**config.mk**
```make
export PLATFORM = sky130hd
export DESIGN_NAME = rea_cmp_sub
export DESIGN_NICKNAME = d
export VERILOG_FILES = /design/src/hw/rtl/rea_cmp_sub.sv
export SDC_FILE = /design/constraint.sdc
export NUM_CORES = 1
export LEC_CHECK = 0
export BUFFER_PORTS_ARGS = -buffer_cell sky130_fd_sc_hd__buf_2
export CAP_MARGIN = 0
export CORE_ASPECT_RATIO = 0.8
export CORE_MARGIN = 3
export CORE_UTILIZATION = 50
export DETAILED_ROUTE_END_ITERATION = 6
export GPL_TIMING_DRIVEN = 0
export PLACE_DENSITY = 0.95
export SYNTH_ARGS = -nofsm -noshare
export SYNTH_HDL_FRONTEND = slang
export SYNTH_SLANG_ARGS = --single-unit
```
**constraint.sdc**
```tcl
create_clock -name vclk -period 4.06
set_input_delay 0.812 -clock vclk [all_inputs]
set_output_delay 0.812 -clock vclk [all_outputs]
set_load 0.05 [all_outputs]
```
**src/hw/rtl/rea_cmp_sub.sv**
```systemverilog
// ----------------------------------------------------------------------------
// rea_cmp_sub
// shared compare and subtract step for division and square root
// ----------------------------------------------------------------------------
module rea_cmp_sub #(
   parameter int WIDTH = 35
) (
   input  logic [WIDTH-1:0] minuend,
   input  logic [WIDTH-1:0] subtrahend,
   output logic [WIDTH-1:0] difference,
   output logic             no_borrow
);

   logic [WIDTH:0] wide_diff;

   assign wide_diff  = {1'b0, minuend} - {1'b0, subtrahend};
   assign difference = wide_diff[WIDTH-1:0];
   assign no_borrow  = ~wide_diff[WIDTH];

endmodule

```
### Word level (Yosys, flattened, before mapping)

Index checks and enable logic that the tools add are counted.

* register bits: 0
* input bits: 70
* output and inout bits: 36
* word-level logic and storage cells: 2

* add/subtract/negate cells: 1
* bitwise logic cells: 1

Operators by type and width (number)
* $sub 35x35->36: 1
* $not 1->1: 1

### Longest topological paths before layout

* word-level depth: 2
* depth in mapped cells: 10
* depth with buffers taken out: 10

### Worst setup path before layout

Ideal clock, no wire load.

* kind: in2out
* start: in subtrahend[11]
* end: out no_borrow
* arrival: 3.307 ns
* data required time: 3.248 ns
* setup slack: -0.059 ns
* stages on the path: 9
* path buffers: 0
* cell sequence: inv_1 > ha_1 > and2_1 > nor2b_1 > o2111ai_1 > nand2_1 > a311oi_2 > o21a_1 > o31ai_1

* cells in the longest elaborated chain, start to end: 2

Ends and longest elaborated chain
* start, declared: line 9 `input logic [WIDTH-1:0] subtrahend,`
* $sub 35x35->36: line 16 `assign wide_diff = {1'b0, minuend} - {1'b0, subtrahend};`
* $not 1->1: line 18 `assign no_borrow = ~wide_diff[WIDTH];`
* end, declared: line 11 `output logic no_borrow`

No other way between the ends.

### Final worst setup path

* start: in minuend[4]
* end: out difference[34]

* cells in the longest elaborated chain, start to end: 1

Ends and longest elaborated chain
* start, declared: line 8 `input logic [WIDTH-1:0] minuend,`
* $sub 35x35->36: line 16
* end, declared: line 10 `output logic [WIDTH-1:0] difference,`

No other way between the ends.

==> out/metrics.cfg <==
[timing]
timing.fmax_mhz=253
finalSetupViolations=0
slew_headroom=0.734
fin_crit_sh=0.974
slew_viol_final=0
setup_ws_ns=0.107
whs_ns=2.04
finalCriticalPeriod_ns=3.95
rsz0062_at_grt=false
hold_viol=0
worst_pin_slew_ns=0.400

[floorplan]
coreArea_um2=4000
die_w_um=80.1
start_util=0.548
dieArea_um2=5220
placementRows=20
ios=106
die_h_um=65.2

[global_routing]
grt_pass1_vias=2489
grt_pass1_wl_um=10400
grtUsageTotal=0.233
antenna_found_initial=0
grt_overflow=0
grt_max_degree=10

[final_layout]
final_cells=491
layout_common_cells=buf_2 (105), inv_1 (44), a21oi_1 (35), ha_1 (35), nand2_1 (33)
fin_nets=544
diodes=0
multiInputGateArea_um2=2040
layout-drive-gt1-share=0.294
seq_cells=0
nClkBuffers=0
area_delta_synth_final_pct=29.8
n_fill_cell=355
fin_util=0.711
layout_commonest_cell=buf_2
register_area_um2=0

[synth]
syn_avg_cell_area_um2=6.65
synth_area_leader_cell=ha_1
syn-num-nets=436
ys_types=52
synthTopCellsByArea=ha_1 (20%), a21oi_1 (8.2%), inv_1 (7.5%)
ys_seq_area_frac=0
netlist_area_um2=2190
synth.top_cell.area_share=0.200
synth_cells=330
yosysWarnings=0

[route]
firstDrtPassIters=5
wl_per_cell_um=13.3
postRouteAntennaNets=0
num_vias=2787
drt_iter0_drc=262
postRouteWirelength_um=6510
vias_per_cell=5.68
drc_errors=0

[placement]
post-place-cells=491
port_buffers=106
dp_hpwl_um=5570
dpl_worst_slack_ns=-0.0286
gp_congestion=0.878

[outcome]
status=completed

[power_and_ir_drop]
vdd_drop_max_uv=186
leakagePower_nw=1.59
power_density_nw_per_um2=271

[setup_path]
worstPathArrival_ns=3.14
crit_path_max_fanout=5
crit_path_end_kind=primary output
critPathLaunchType=primary input
critPathKind=in -> out
required_ns=3.25

[worst_hold_path]
hp-class=in -> out

[run]
cap_violations=0

[clock_tree]
ctsHoldBuffers=0
post_cts_buffers=0

repair_timing:
action,in CTS,in global routing
gates resized for setup,1,10
pin swaps,1,4
gates cloned,0,0
endpoints found under the setup margin,1,7
through the flow:
step           power [mW]  cell area (um2)  setup TNS, ns
2_1_floorplan       0.586             2210              0
3_5_place_dp        0.755             2810        -0.0286
4_1_cts             0.759             2810              0
3_3_place_gp        0.741             2810        -0.0140
6_report            0.773             2850              0
5_1_grt             0.826             2850              0
critical path: stages:
cell      delay [ns]
buf_2           0.10
ha_1            0.36
a21o_1          0.21
a21oi_1         0.29
a21oi_4         0.12
o211a_1         0.27
o21a_1          0.23
a21bo_2         0.27
a211oi_2        0.20
clkbuf_4        0.27
cell type report:
| type | count | share of cell area |
|---|---|---|
| Buffer | 9 | 0.0127 |
| Timing Repair Buffer | 106 | 0.190 |
| Inverter | 44 | 0.0580 |
| Tap cell | 55 | 0.0242 |
| Multi-Input combinational cell | 277 | 0.715 |
kinds of logic (layout without fill, tap and decap cells):
family                     count (synthesis)  in the layout  synth area share
AOI/OAI and AO/OA                        120            120             0.380
and+or+nand+nor                           92             92             0.203
buffers and inverters                     53            159            0.0918
adders and majority gates                 36             36             0.209
xor gates and xnor gates                  28             28             0.112
muxes                                      1              1           0.00456
power breakdown:
group | switching (mW) | total (mW) | internal [mW]
Clock | 0 | 0 | 0
Combinational | 0.540 | 0.773 | 0.232
Sequential | 0 | 0 | 0
Total | 0.540 | 0.773 | 0.232
synthesized netlist by cell type (2+ instances only):
cell and n:
inv_1 44, a21oi_1 36, ha_1 35, nand2_1 33
a21o_1 20, nor2_1 20, o21ai_0 17, xnor2_1 16
xor2_1 12, clkbuf_1 7, nand3_1 7, nand4_1 7
a31oi_1 6, o21a_1 6, nand2b_1 5, nor2b_1 5
and2_1 4, nor3_1 3, o2111ai_1 3, o21ai_1 3
o31ai_1 3, a211oi_2 2, a311oi_1 2, and3_1 2
buf_2 2, o21ai_2 2, o21bai_1 2, o221ai_1 2
path summary, 6_finish.rpt:
| path | from | endpoint | slack (ns) | depth (start not counted) |
|---|---|---|---|---|
| setup / recovery | minuend[4] | difference[34] | 0.11 | 10 |
| hold / removal | subtrahend[0] | difference[0] | 2.04 | 4 |
metal layers:
layer | global-route usage | routed length [um] | vias up
met1 | 0.332 | 2970 | 1236
met5 | 0 | 0 | -
met4 | 0.0253 | 46 | 0
li1 | - | - | 1404
met2 | 0.401 | 2960 | 141
met3 | 0.00822 | 529 | 6
(Power assumes the default switching activity.)
